$ cat src/hw/rtl/arp_pkg.sv
package arp_pkg;

  localparam int TABLE_ENTRIES = 256;
  localparam int IDX_W = $clog2(TABLE_ENTRIES);
  localparam int CNT_W = $clog2(TABLE_ENTRIES + 1);
  localparam logic [CNT_W-1:0] CAPACITY = CNT_W'(TABLE_ENTRIES - 1);

  localparam logic [15:0] ETYPE_IP = 16'h0800;
  localparam logic [15:0] ETYPE_ARP = 16'h0806;
  localparam logic [15:0] HW_ETHERNET = 16'h0001;
  localparam logic [15:0] OPER_REQUEST = 16'h0001;
  localparam logic [47:0] BCAST_MAC = 48'hFFFF_FFFF_FFFF;

  localparam int ADDR_W = 4;
  localparam logic [ADDR_W-1:0] REG_OWN_MAC = 4'h0;
  localparam logic [ADDR_W-1:0] REG_OWN_IP = 4'h8;

  typedef enum logic [2:0] {
    ACT_NONE = 3'd0,
    ACT_IP = 3'd1,
    ACT_ARP_REQ = 3'd2,
    ACT_ARP_REPLY = 3'd3,
    ACT_UP = 3'd4
  } action_t;

  // classification done by the front end
  typedef enum logic [1:0] {
    K_SEND = 2'd0,
    K_IPRX = 2'd1,
    K_ARP = 2'd2,
    K_OTHER = 2'd3
  } kind_t;

  typedef struct packed {
    kind_t kind;
    logic to_us;       // IP: dest mac ours; ARP: target ip ours
    logic is_request;
    logic [47:0] sender_mac;
    logic [31:0] sender_ip;
    logic [31:0] target_ip;
  } job_t;

  typedef enum logic [2:0] {
    S_IDLE,
    S_SEARCH,
    S_WAIT,
    S_CHECK,
    S_UPDATE,
    S_EMIT
  } state_t;

endpackage

$ cat src/hw/rtl/arp_if.sv
interface arp_in_if;
  logic valid;
  logic ready;
  logic opcode;
  logic [47:0] frame_dest_mac;
  logic [15:0] ether_type;
  logic [15:0] hw_type;
  logic [15:0] proto_type;
  logic [15:0] arp_oper;
  logic [47:0] sender_mac;
  logic [31:0] sender_ip;
  logic [31:0] target_ip;
  modport source(output valid, opcode, frame_dest_mac, ether_type, hw_type, proto_type,
    arp_oper, sender_mac, sender_ip, target_ip, input ready);
  modport sink(input valid, opcode, frame_dest_mac, ether_type, hw_type, proto_type,
    arp_oper, sender_mac, sender_ip, target_ip, output ready);
endinterface


$ cat src/hw/rtl/arp_front.sv
module arp_front (
  input  logic          clk,
  input  logic          rst,
  arp_in_if.sink        in_ch,
  input  logic [47:0]   own_mac,
  input  logic [31:0]   own_ip,
  output arp_pkg::job_t job,
  output logic          job_valid,
  input  logic          job_pop
);
  import arp_pkg::*;

  // two-entry queue toward the back end
  job_t q [2];
  logic rd_ptr, wr_ptr;
  logic [1:0] fill;
  job_t cls;
  logic push;

  always_comb begin
    cls.sender_mac = in_ch.sender_mac;
    cls.sender_ip = in_ch.sender_ip;
    cls.target_ip = in_ch.target_ip;
    cls.is_request = in_ch.arp_oper == OPER_REQUEST;
    cls.to_us = 1'b0;
    if (in_ch.opcode == 1'b0) begin
      cls.kind = K_SEND;
    end else if (in_ch.ether_type == ETYPE_IP) begin
      cls.kind = K_IPRX;
      cls.to_us = in_ch.frame_dest_mac == own_mac;
    end else if (in_ch.ether_type == ETYPE_ARP && in_ch.hw_type == HW_ETHERNET &&
                 in_ch.proto_type == ETYPE_IP) begin
      cls.kind = K_ARP;
      cls.to_us = in_ch.target_ip == own_ip;
    end else begin
      cls.kind = K_OTHER;
    end
  end

  assign in_ch.ready = fill != 2'd2;
  assign push = in_ch.valid && in_ch.ready;
  assign job = q[rd_ptr];
  assign job_valid = fill != 2'd0;

  always_ff @(posedge clk) begin
    if (push) begin
      q[wr_ptr] <= cls;
    end
    if (rst) begin
      rd_ptr <= 1'b0;
      wr_ptr <= 1'b0;
      fill <= 2'd0;
    end else begin
      if (push) wr_ptr <= ~wr_ptr;
      if (job_pop) rd_ptr <= ~rd_ptr;
      fill <= fill + 2'(push) - 2'(job_pop);
    end
  end
endmodule

$ cat src/flat_wrapper.sv
// flat-port wrapper written by rule: the top's interface ports become plain ports
module arp_front_flat import arp_pkg::*;
  (clk, rst, own_mac, own_ip, job, job_valid, job_pop, in_ch_valid, in_ch_opcode, in_ch_frame_dest_mac, in_ch_ether_type, in_ch_hw_type, in_ch_proto_type, in_ch_arp_oper, in_ch_sender_mac, in_ch_sender_ip, in_ch_target_ip, in_ch_ready);
  arp_in_if in_ch_i ();
  input  logic clk;
  input  logic rst;
  input  logic [47:0] own_mac;
  input  logic [31:0] own_ip;
  output arp_pkg::job_t job;
  output logic job_valid;
  input  logic job_pop;
  input wire logic [$bits(in_ch_i.valid)-1:0] in_ch_valid;
  input wire logic [$bits(in_ch_i.opcode)-1:0] in_ch_opcode;
  input wire logic [$bits(in_ch_i.frame_dest_mac)-1:0] in_ch_frame_dest_mac;
  input wire logic [$bits(in_ch_i.ether_type)-1:0] in_ch_ether_type;
  input wire logic [$bits(in_ch_i.hw_type)-1:0] in_ch_hw_type;
  input wire logic [$bits(in_ch_i.proto_type)-1:0] in_ch_proto_type;
  input wire logic [$bits(in_ch_i.arp_oper)-1:0] in_ch_arp_oper;
  input wire logic [$bits(in_ch_i.sender_mac)-1:0] in_ch_sender_mac;
  input wire logic [$bits(in_ch_i.sender_ip)-1:0] in_ch_sender_ip;
  input wire logic [$bits(in_ch_i.target_ip)-1:0] in_ch_target_ip;
  output wire logic [$bits(in_ch_i.ready)-1:0] in_ch_ready;
  assign in_ch_i.valid = in_ch_valid;
  assign in_ch_i.opcode = in_ch_opcode;
  assign in_ch_i.frame_dest_mac = in_ch_frame_dest_mac;
  assign in_ch_i.ether_type = in_ch_ether_type;
  assign in_ch_i.hw_type = in_ch_hw_type;
  assign in_ch_i.proto_type = in_ch_proto_type;
  assign in_ch_i.arp_oper = in_ch_arp_oper;
  assign in_ch_i.sender_mac = in_ch_sender_mac;
  assign in_ch_i.sender_ip = in_ch_sender_ip;
  assign in_ch_i.target_ip = in_ch_target_ip;
  assign in_ch_ready = in_ch_i.ready;
  arp_front u_core (.clk(clk), .rst(rst), .in_ch(in_ch_i), .own_mac(own_mac), .own_ip(own_ip), .job(job), .job_valid(job_valid), .job_pop(job_pop));
endmodule
$ cat config.mk
export PLATFORM = sky130hd
export DESIGN_NAME = arp_front_flat
export DESIGN_NICKNAME = d
export VERILOG_FILES = /design/src/hw/rtl/arp_pkg.sv /design/src/hw/rtl/arp_if.sv /design/src/hw/rtl/arp_front.sv /design/src/flat_wrapper.sv
export SDC_FILE = /design/constraint.sdc
export NUM_CORES = 1
export LEC_CHECK = 0
export ABC_CLOCK_PERIOD_IN_PS = 7000
export BUFFER_PORTS_ARGS = -buffer_cell sky130_fd_sc_hd__buf_2
export CAP_MARGIN = 20
export CORE_AREA = 5 5 161 163
export CTS_BUF_LIST = sky130_fd_sc_hd__clkbuf_4 sky130_fd_sc_hd__clkbuf_8 sky130_fd_sc_hd__clkbuf_16
export DETAILED_ROUTE_END_ITERATION = 6
export DIE_AREA = 0 0 166 168
export PLACE_DENSITY_LB_ADDON = 0.25
export SETUP_SLACK_MARGIN = 0.4
export SLEW_MARGIN = 0
export SYNTH_ARGS = -nofsm -noshare
export SYNTH_HDL_FRONTEND = slang
export SYNTH_SLANG_ARGS = --single-unit
$ cat constraint.sdc
create_clock -name clk -period 7 [get_ports clk]
set_input_delay 1.05 -clock clk [delete_from_list [all_inputs] [get_ports clk]]
set_output_delay 1.05 -clock clk [all_outputs]
set_load 0.1 [all_outputs]
Word-level counts from Yosys, hierarchy flattened --
Memory sizes are Yosys's and may differ from the RTL's. A register that Yosys moved wholly into a read port is not among the register bits. Cells that the tools add are included.
Word-level totals: input port bits 309, bits in writable memories 232, memory bits (read-only) 0, memories kept 1, bits in latches 0, bits in registers 4
Memories:
- u_core.q | depth 2, width 116, rd ports 1, clocked after Yosys merged registers in 1, write ports 1, RTL line arp_front.sv:14 | job_t q [2];
Cells by class: multiply operators 0, shifts and indexed selects 0, div/mod/pow operators 0, reductions and logical operators 4, order comparisons 0, equal/unequal tests 8, bitwise operators 2, add/subtract/negate cells 2, mux-type cells 9
Operators with widths (count):
- 16-bit by 12-bit equality test with 1-bit output (second input constant) | 3
- 48-bit equality test | 1
- 16-bit by 1-bit equality test with 1-bit output (second input constant) | 2
- 32-bit equality test | 1
- 1-bit 2-to-1 mux | 7
- 1-bit logical AND | 3
- 3-bit 2-to-1 mux | 1
- 2-bit by 1-bit adder with 2-bit output | 1
- 2-bit 2-to-1 mux | 1
- 2-bit != test (second input constant) | 1
- 1-bit NOT | 2
- 2-bit nonzero test | 1
- 2-bit by 1-bit subtractor with 2-bit output | 1

Logic depth before layout (Yosys ltp) --
Gate-level depths: netlist of run 1.
depth after elaboration 6, gate-level depth with buffers 8

Worst setup path after synthesis of run 1 --
Ideal clock, no wire load.
path kind register to register, start register u_core.fill[0], end memory u_core.q[0][0] (netlist name), enable pin, buffers on the path 0, stages on the path, launching flop included 5, arrival 6.118 ns, slack 0.289 ns, path through dfxtp_1 > inv_1 > nand2_1 > nand2_1 > nor2_1
Between the ends: word-level cells in the longest chain between the ends 4
RTL lines:
- start: declaration | RTL line arp_front.sv:16 | logic [1:0] fill;
- start signal: assignment | RTL line arp_front.sv:56 | fill <= fill + 2'(push) - 2'(job_pop);
- 2-bit != test | RTL line arp_front.sv:40 | assign in_ch.ready = fill != 2'd2;
- named net in_ch_ready | RTL line flat_wrapper.sv:22 | output wire logic [$bits(in_ch_i.ready)-1:0] in_ch_ready;
- 1-bit logical AND | RTL line arp_front.sv:41 | assign push = in_ch.valid && in_ch.ready;
- 1-bit 2-to-1 mux | RTL line arp_front.sv:46 | if (push) begin
- 1-bit 2-to-1 mux (implied by the code) | RTL line arp_front.sv:47 | q[wr_ptr] <= cls;
- end: declaration | RTL line arp_front.sv:14
The timed path passes the listed nets, and every way through them passes these cells.

==> results.ini, run 1 <==
[status]
result_of_the_run=completed

[global_routing]
antenna_found_initial=13
grt_remaining_overflow=0
grt_max_degree=73
grt_pass1_vias=6675
grt_first_pass_wirelength_um=38200
globalRouteTotalUtil=0.180

[logic_synthesis]
synth_fp_nets=831
asyncSetResetFlopFracSynth=0
synth-main-ff-cell=sky130_fd_sc_hd__edfxtp_1
netlist.area_leader.share=0.722
synth_area_leader_cell=sky130_fd_sc_hd__edfxtp_1
synth-seq-cells=237
yosys.cell_types.count=27
synth_area_leaders=sky130_fd_sc_hd__edfxtp_1, sky130_fd_sc_hd__mux2_2, sky130_fd_sc_hd__xor2_1, sky130_fd_sc_hd__xnor2_1, sky130_fd_sc_hd__nor4_1
synth.top_cells.by_count=sky130_fd_sc_hd__edfxtp_1, sky130_fd_sc_hd__mux2_2, sky130_fd_sc_hd__xor2_1
syn_inst=520
synth_seq_area_share=0.732
yosys_warnings=0
netlist_area_um2=9650
syn_avg_cell_area_um2=18.6
synth-edff-count=232
post-synth-top-count-cell=sky130_fd_sc_hd__edfxtp_1

[route]
route.final.wire_length_um=26900
num_vias=6246
detail_route.vias_per_cell=4.75
met3_length_um=2210
remaining_drc_errors=0
wl_per_cell_um=20.5
antenna_left=0
drt_iter0_markers=285
wl_met2_um=15000
routed.top_layer=met5
met1_length_um=9150
drt-pass1-iter-count=6

[floorplanning]
ports_placed_on_the_boundary=427
floorplan.die_area_um2=27900
initial_core_util=0.399
row_count=57
chipHeight_um=168
dieWidth_um=166
core_area_um2=24200

[pwr]
cellPowerDensity_nw_per_um2=380
worst_ir_drop_vdd_mv=0.182
report.power.total_w=0.00494
static-leakage-power_nw=5.14

[critical_path]
crit_fanout=66
cp_data_required_time_ps=5950
r2r_slack_ps=4380
worstSetupStartpointType=flop
origin_of_the_critical_flop_to_flop_path=u_core.fill[0]
crit_type=flop to output port
worstSetupEndpointType=output port
crit_arrival_ps=2950

[layout]
finish.net_count=1274
final.fill_count=2028
layout-area-overhead-vs-synth_pct=34.7
stdcell_count=1315
finalCoreUtilization=0.537
final_layout_size_suffix_gt1_frac=0.606

[timing]
final.min_clock_period_ps=4000
skew_ps=23.2
final-max-slew-violation-count=0
achievable_frequency_mhz=250
hold_viol_final=0
setup_viol=0
grt_setup_unrepaired=no
tightest_slew_ps=1050
totalNegativeSetupSlack_ps=0
max_slew_margin_vs_limit=0.301
period_share=0.572
hold_slack_ps=514

[cts]
cts_hold_buffers=0
cts_tree=built
tritoncts_num_sinks=237
cts_max_path_buffers=3
tritoncts.num_buffers=24
cts.reportedPaths.clkPinSlew_ps=60
cts_htree_levels=1
cts_root_buffer=sky130_fd_sc_hd__clkbuf_16
cts_repair_resize_count=0
worstSkewPairLatency_ps=510
post-cts-setup-buffers=0

[job]
timing.max_cap.violations=0

[worst_hold_path]
worst_hold_launch=u_core.rd_ptr
worst_hold_path_type=flop to flop

[place]
place.detailed.instances=1261
numPortBuffers=426
place.detailed.hpwl_um=20800
routabilityCongestion=0.909

-- worst max-delay path, stage by stage, from the launching register on --
cell	delay [ps]
sky130_fd_sc_hd__dfxtp_4	810
sky130_fd_sc_hd__buf_4	790
sky130_fd_sc_hd__mux2_2	330
sky130_fd_sc_hd__buf_2	430
-- cells in the final DEF (no fill, tap or decap), drive strengths merged --
| cell | count |
|---|---|
| nand2 | 3 |
| diode | 10 |
| and2b | 1 |
| bufinv | 3 |
| inv | 3 |
| clkbuf | 27 |
| clkinvlp | 2 |
| nand4 | 12 |
| edfxtp | 232 |
| mux2 | 116 |
| nand3 | 3 |
| clkinv | 12 |
| or2 | 1 |
| xnor2 | 31 |
| and3 | 2 |
| ha | 2 |
| nor2 | 7 |
| and4b | 1 |
| nor4b | 3 |
| nor2b | 2 |
| nor4 | 25 |
| o41ai | 1 |
| dfxtp | 5 |
| xor2 | 53 |
| buf | 430 |
| nor3 | 3 |
| and4 | 1 |
-- path summary, 6_finish.rpt --
check	end	cells after the start
hold / removal	u_core.rd_ptr	2
setup / recovery	job[31]	3
hold reg to reg	u_core.rd_ptr	2
setup reg to reg	u_core.q[0][102]	5
-- through the flow --
| step | worst slack [ps] | cell area [µm²] |
|---|---|---|
| 2_1_floorplan | 2240 | 9650 |
| 3_3_place_gp | 3470 | 12200 |
| 3_5_place_dp | 3460 | 12200 |
| 4_1_cts | 2910 | 13000 |
| 5_1_grt | 2840 | 13000 |
| 6_report | 3000 | 13000 |
-- power by group --
part	internal (W)	leakage, nW	switching, W
Clock	0.000767	0.391	0.000501
Sequential	0.00184	2.21	0.0000598
Combinational	0.000329	2.54	0.00145
Total	0.00294	5.14	0.00201
-- state kept, by name, summed over array words and instances (netlist names), named ones only --
| register | count |
|---|---|
| u_core.fill | 2 |
| u_core.q | 232 |
| u_core.rd_ptr | 1 |
| u_core.wr_ptr | 1 |
-- layout make-up --
| class | count | area [µm²] | share of cell area |
|---|---|---|---|
| Inverter | 3 | 11.3 | 0.000867 |
| Sequential cell | 237 | 7070 | 0.544 |
| Timing Repair Buffer | 430 | 2160 | 0.166 |
| Antenna cell | 10 | 25.0 | 0.00193 |
| Clock buffer | 27 | 641 | 0.0493 |
| Clock inverter | 17 | 160 | 0.0123 |
| Multi-Input combinational cell | 267 | 2520 | 0.194 |
| Tap cell | 324 | 405 | 0.0312 |
-- logic make-up after synthesis --
kind of cell,after synthesis,share of synthesized area
and+or+nand+nor,64,0.0438
DFF,237,0.732
AOI/OAI and AO/OA,1,0.00169
xor gates and xnor gates,84,0.0763
buffers and inverters,16,0.00778
adders and majority gates,2,0.00259
muxes,116,0.135
-- layer usage --
layer,global-route usage,up-vias
met5,0,-
met4,0.0556,6
met3,0.0542,41
met2,0.350,281
met1,0.184,3001
li1,-,2917
Note: power is estimated with default switching activity, not from simulation.
==> run 2: changes to the inputs <==
--- a/config.mk
+++ b/config.mk
@@ -5,7 +5,8 @@
 export SDC_FILE = /design/constraint.sdc
 export NUM_CORES = 1
 export LEC_CHECK = 0
-export ABC_CLOCK_PERIOD_IN_PS = 7000
+export ABC_AREA = 1
+export ABC_CLOCK_PERIOD_IN_PS = 4200
 export BUFFER_PORTS_ARGS = -buffer_cell sky130_fd_sc_hd__buf_2
 export CAP_MARGIN = 20
 export CORE_AREA = 5 5 161 163
==> constraint.sdc (replaced) <==
create_clock -name clk -period 4.2 [get_ports clk]
set_input_delay 0.63 -clock clk [delete_from_list [all_inputs] [get_ports clk]]
set_output_delay 0.63 -clock clk [all_outputs]
set_load 0.1 [all_outputs]
==> results.ini, run 2 <==
[status]
result_of_the_run=completed

[pwr]
p_sw_w=0.00276
worst_ir_drop_vdd_mv=0.298
seqPwrFrac=0.399
combPwrFrac=0.307
cellPowerDensity_nw_per_um2=543
static-leakage-power_nw=6.14
power_switching_share=0.367
p_int_w=0.00476
report.power.total_w=0.00752
clockPowerShare=0.294

[logic_synthesis]
syn_avg_cell_area_um2=13.2
share_of_synthesized_cell_area_in_and_or_nand_and_nor_gates=0.111
synth_area_leader_cell=sky130_fd_sc_hd__edfxtp_1
synthXorXnorAreaFrac=0.0260
synth-main-ff-cell=sky130_fd_sc_hd__edfxtp_1
combinational_family_with_the_most_area_after_synthesis=multiplexers
asyncSetResetFlopFracSynth=0
post-synth-top-count-cell=sky130_fd_sc_hd__edfxtp_1
synth_compound_area_frac=0.000839
synth_area_leaders=sky130_fd_sc_hd__edfxtp_1, sky130_fd_sc_hd__mux2_2, sky130_fd_sc_hd__nand2_1, sky130_fd_sc_hd__mux2_4, sky130_fd_sc_hd__nor2_1
synth.top_cells.by_count=sky130_fd_sc_hd__edfxtp_1, sky130_fd_sc_hd__nand2_1, sky130_fd_sc_hd__nor2_1
synth.area.mux_share=0.140
synth_fp_nets=1102
yosys_warnings=0
synth-edff-count=232
synth_seq_area_share=0.677
netlist.area_leader.share=0.667
netlist_area_um2=10400
yosys.cell_types.count=23
post_synth_fa_ha_maj_area_fraction=0.00240
syn_inst=791
synth-seq-cells=237

[floorplanning]
row_count=57
initial_core_util=0.432
core_area_um2=24200
chipHeight_um=168
floorplan.die_area_um2=27900
dieWidth_um=166
ports_placed_on_the_boundary=427

[critical_path]
r2r_slack_ps=2480
critPathSlowestCell=sky130_fd_sc_hd__dfxtp_4
crit_fanout=45
worstPathCellList=buf_12 -> mux2_2 -> buf_2
critPathBufInv=2
cp_data_required_time_ps=3570
path_delay_family=flip-flops
worstSetupStartpointType=flop
slowest_delay_ps=820
crit_arrival_ps=2440
worstSetupEndpointType=output port
crit_type=flop to output port

[cts]
worstSkewPairLatency_ps=520
cts_htree_levels=1
cts_max_path_buffers=3
tritoncts.num_buffers=26
cts_tree=built
cts.reportedPaths.clkPinSlew_ps=60
cts_hold_buffers=0
post-cts-setup-buffers=0
cts_root_buffer=sky130_fd_sc_hd__clkbuf_16
tritoncts_num_sinks=237
cts_repair_resize_count=0

[timing]
totalNegativeSetupSlack_ps=0
final.min_clock_period_ps=3070
achievable_frequency_mhz=325
period_share=0.732
max_slew_margin_vs_limit=0.509
final-max-slew-violation-count=0
setup_viol=0
hold_viol_final=0
grt_setup_unrepaired=no
skew_ps=19.5
hold_slack_ps=299
tightest_slew_ps=737

[global_routing]
globalRouteTotalUtil=0.196
grt_pass1_vias=7454
grt_remaining_overflow=0
grt_max_degree=117
grt_first_pass_wirelength_um=42000
antenna_found_initial=15

[layout]
finalCoreUtilization=0.573
finish.net_count=1548
mostFrequentLayoutCells=sky130_fd_sc_hd__buf_2, sky130_fd_sc_hd__edfxtp_1, sky130_fd_sc_hd__nand2_1
final_layout_size_suffix_gt1_frac=0.473
largest_register_ffs=232
final.fill_count=2033
stdcell_area_um2=13900
largest_registers=u_core.q (232), u_core.fill (2)
final_common_cell=sky130_fd_sc_hd__buf_2
layout-area-overhead-vs-synth_pct=32.8
largest_register=u_core.q

[place]
detailed_place.area_um2=13000
routabilityCongestion=0.942
numPortBuffers=426
place.detailed.hpwl_um=22400

[route]
drt_iter0_markers=398
wl_per_cell_um=18.0
remaining_drc_errors=0
detail_route.vias_per_cell=4.60
num_vias=7316
route.final.wire_length_um=28700
antenna_left=0
drt-pass1-iter-count=4

[worst_hold_path]
worst_hold_path_type=input pin to flop

[job]
timing.max_cap.violations=0

## run 2: cell types whose count changed after synthesis, moves of 5 or more
| cell | before | now |
|---|---|---|
| sky130_fd_sc_hd__nand4_1 | 12 | 1 |
| sky130_fd_sc_hd__buf_2 | 12 | 7 |
| sky130_fd_sc_hd__xnor2_1 | 31 | 26 |
| sky130_fd_sc_hd__xor2_1 | 53 | 5 |
| sky130_fd_sc_hd__nand2_1 | 3 | 171 |
| sky130_fd_sc_hd__buf_6 | 0 | 6 |
| sky130_fd_sc_hd__mux2_4 | 0 | 40 |
| sky130_fd_sc_hd__mux2_2 | 116 | 76 |
| sky130_fd_sc_hd__nor4_1 | 22 | 3 |
| sky130_fd_sc_hd__nor2_1 | 7 | 111 |
| sky130_fd_sc_hd__inv_1 | 3 | 93 |
## run 2: cell type report
cell class	instances	area, µm²	share of cell area
inverters	93	349	0.0252
clock inverters	14	160	0.0116
repair buffers	431	2220	0.160
diodes	12	30.0	0.00217
flip-flops and latches	237	7070	0.510
well taps	324	405	0.0293
clock buffers	31	688	0.0497
multi-input cells	448	2940	0.212
## run 2: logic make-up after synthesis
kind of cell	count (synthesis)
buffers and inverters	106
flip-flops	237
multiplexers	116
XOR/XNOR	31
AND/OR/NAND/NOR	298
adder cells (fa/ha/maj)	2
AO/OA/AOI/OAI	1
## run 2: worst paths after layout
check                       from               to  cells past startpoint
min          in_ch_sender_mac[2]  u_core.q[0][66]                      1
max reg2reg       u_core.fill[0]  u_core.q[0][58]                      5
min reg2reg        u_core.rd_ptr             flop                      2
max                         flop          job[26]                      3
## run 2: layer usage
layer / track usage / part of all wire / up-vias
met4: 0.0692 / 0.028 / 6
li1: - / - / 3590
met1: 0.208 / 0.35 / 3352
met3: 0.0483 / 0.079 / 53
met2: 0.379 / 0.55 / 315
met5: 0 / 0.0014 / -
## run 2: stage by stage
| step | worst slack, ps | cells |
|---|---|---|
| 4_1_cts | 1100 | 1578 |
| 6_report | 1130 | 1590 |
| 3_3_place_gp | 1680 | 1533 |
| 3_5_place_dp | 1660 | 1533 |
| 2_1_floorplan | -578 | 791 |
| 5_1_grt | 1010 | 1587 |
## run 2: worst reg2reg max path, delay by kind of cell, from the launching register on
kind,cells,cell delay [ps]
buffers and inverters,2,570
and+or+nand+nor,3,380
DFF,1,320
## run 2: power groups by stage
| stage | combinational (W) | clock (W) | sequential, W |
|---|---|---|---|
| finish | 0.00231 | 0.00221 | 0.00300 |
| global route | 0.00240 | 0.00239 | 0.00302 |
| detailed placement | 0.00232 | 0 | 0.00305 |
| floorplan | 0.00189 | 0 | 0.00302 |
| global placement | 0.00230 | 0 | 0.00305 |
| CTS | 0.00233 | 0.00227 | 0.00300 |
==> run 3: changes to the inputs <==
--- a/config.mk
+++ b/config.mk
@@ -6,7 +6,7 @@
 export NUM_CORES = 1
 export LEC_CHECK = 0
 export ABC_AREA = 1
-export ABC_CLOCK_PERIOD_IN_PS = 4200
+export ABC_CLOCK_PERIOD_IN_PS = 2900
 export BUFFER_PORTS_ARGS = -buffer_cell sky130_fd_sc_hd__buf_2
 export CAP_MARGIN = 20
 export CORE_AREA = 5 5 161 163
==> constraint.sdc (replaced) <==
create_clock -name clk -period 2.9 [get_ports clk]
set_input_delay 0.435 -clock clk [delete_from_list [all_inputs] [get_ports clk]]
set_output_delay 0.435 -clock clk [all_outputs]
set_load 0.1 [all_outputs]
==> results.ini, run 3 (same netlist as run 2, synthesis figures left out) <==
[cts]
cts_root_buffer=sky130_fd_sc_hd__clkbuf_16
worstSkewPairLatency_ps=510
tritoncts_num_sinks=237
tritoncts.num_buffers=25
cts_max_path_buffers=3
cts_tree=built
cts_hold_buffers=0
cts_htree_levels=1
cts.reportedPaths.clkPinSlew_ps=60

[place]
routabilityCongestion=0.903
place.detailed.hpwl_um=21600
numPortBuffers=426
place.detailed.instances=1534

[layout]
multiInputGateArea_um2=2960
mostFrequentLayoutCells=sky130_fd_sc_hd__buf_2, sky130_fd_sc_hd__edfxtp_1, sky130_fd_sc_hd__nand2_1
final_layout_size_suffix_gt1_frac=0.479
final_common_cell=sky130_fd_sc_hd__buf_2
largest_register_ffs=232
largest_registers=u_core.q (232), u_core.fill (2)
stdcell_count=1593
finish.net_count=1553
largest_register=u_core.q
final.fill_count=2001
layout-area-overhead-vs-synth_pct=34.3
register_area_um2=7070

[critical_path]
cp_data_required_time_ps=2470
worstSetupStartpointType=flop
origin_of_the_critical_flop_to_flop_path=u_core.fill[0]
rr_worst_depth=5
crit_arrival_ps=1950
worstReg2RegEnd=u_core.q[1][90]
worstSetupEndpointType=output port
crit_fanout=29
r2r_slack_ps=1360
crit_type=flop to output port

[timing]
hold_viol_final=0
totalNegativeSetupSlack_ps=0
final.min_clock_period_ps=2390
setup_viol=0
achievable_frequency_mhz=419
tightest_slew_ps=576
grt_setup_unrepaired=no
skew_ps=14.6
final-max-slew-violation-count=0
max_slew_margin_vs_limit=0.616
period_share=0.824

[pwr]
worst_ir_drop_vdd_mv=0.400
static-leakage-power_nw=6.22
cellPowerDensity_nw_per_um2=799

[route]
detail_route.vias_per_cell=4.61
drt_iter0_markers=357
num_vias=7341
antenna_left=0
wl_per_cell_um=17.5
drt-pass1-iter-count=4
route.final.wire_length_um=27800
remaining_drc_errors=0

[floorplanning]
initial_core_util=0.432
row_count=57
core_area_um2=24200
ports_placed_on_the_boundary=427
dieWidth_um=166
floorplan.die_area_um2=27900
chipHeight_um=168

[global_routing]
grt_remaining_overflow=0
grt_first_pass_wirelength_um=40200
antenna_found_initial=9
grt_pass1_vias=7368
globalRouteTotalUtil=0.185
grt_max_degree=82

[worst_hold_path]
worst_hold_path_type=input pin to flop
hold_depth=1
min_to=u_core.q[0][44]
worst_hold_launch=in_ch_sender_ip[12]

[status]
result_of_the_run=completed

[job]
timing.max_cap.violations=0

[run 3: worst max-delay path, stage by stage, from the launching register on]
cell and delay, ps:
sky130_fd_sc_hd__dfxtp_4 400, sky130_fd_sc_hd__bufbuf_16 380, sky130_fd_sc_hd__mux2_2 360, sky130_fd_sc_hd__buf_2 290
[run 3: how the worst max path moves through the flow]
| stage | to | depth (start not counted) | from | slack, ps |
|---|---|---|---|---|
| after global placement | job[32] | 3 | flop | 930 |
| after global routing | job[11] | 3 | flop | 420 |
| final | job[7] | 3 | flop | 510 |
| after CTS | job[16] | 3 | flop | 460 |
| after detailed placement | job[71] | 3 | flop | 900 |
| after floorplan | u_core.q[1][0] | 4 | u_core.fill[0] | 100 |
[run 3: routing by layer]
| metal | part of all wire | track usage |
|---|---|---|
| met5 | 0.00097 | 0 |
| met1 | 0.34 | 0.188 |
| met3 | 0.080 | 0.0513 |
| met2 | 0.56 | 0.369 |
| met4 | 0.022 | 0.0524 |
[run 3: timing repair]
action,CTS,global route
gates resized for setup,1,0
setup endpoints to repair,67,0
buffers inserted,4,0
[run 3: metrics by stage]
stage	util	instance area, µm²	total power (W)	hold slack (ps)	setup WS [ps]
floorplan	-	10500	0.00712	480	100
global placement	0.538	13000	0.00778	498	934
detailed placement	0.538	13000	0.00781	514	903
CTS	0.579	14000	0.0113	83.1	459
global route	0.579	14000	0.0116	80.6	416
finish	0.580	14000	0.0112	112	511
[run 3: final cells by class]
| type | instances | share of cell area |
|---|---|---|
| diodes | 9 | 0.00161 |
| inverters | 93 | 0.0249 |
| clock buffers | 26 | 0.0452 |
| well taps | 324 | 0.0289 |
| clock inverters | 19 | 0.0197 |
| repair buffers | 437 | 0.164 |
| flip-flops and latches | 237 | 0.505 |
| multi-input cells | 448 | 0.211 |
[run 3: power by group]
group	switching [W]	leakage [nW]	internal (W)
Clock	0.00125	0.442	0.00221
Combinational	0.00266	3.57	0.000759
Sequential	0.000103	2.20	0.00421
Total	0.00402	6.22	0.00717
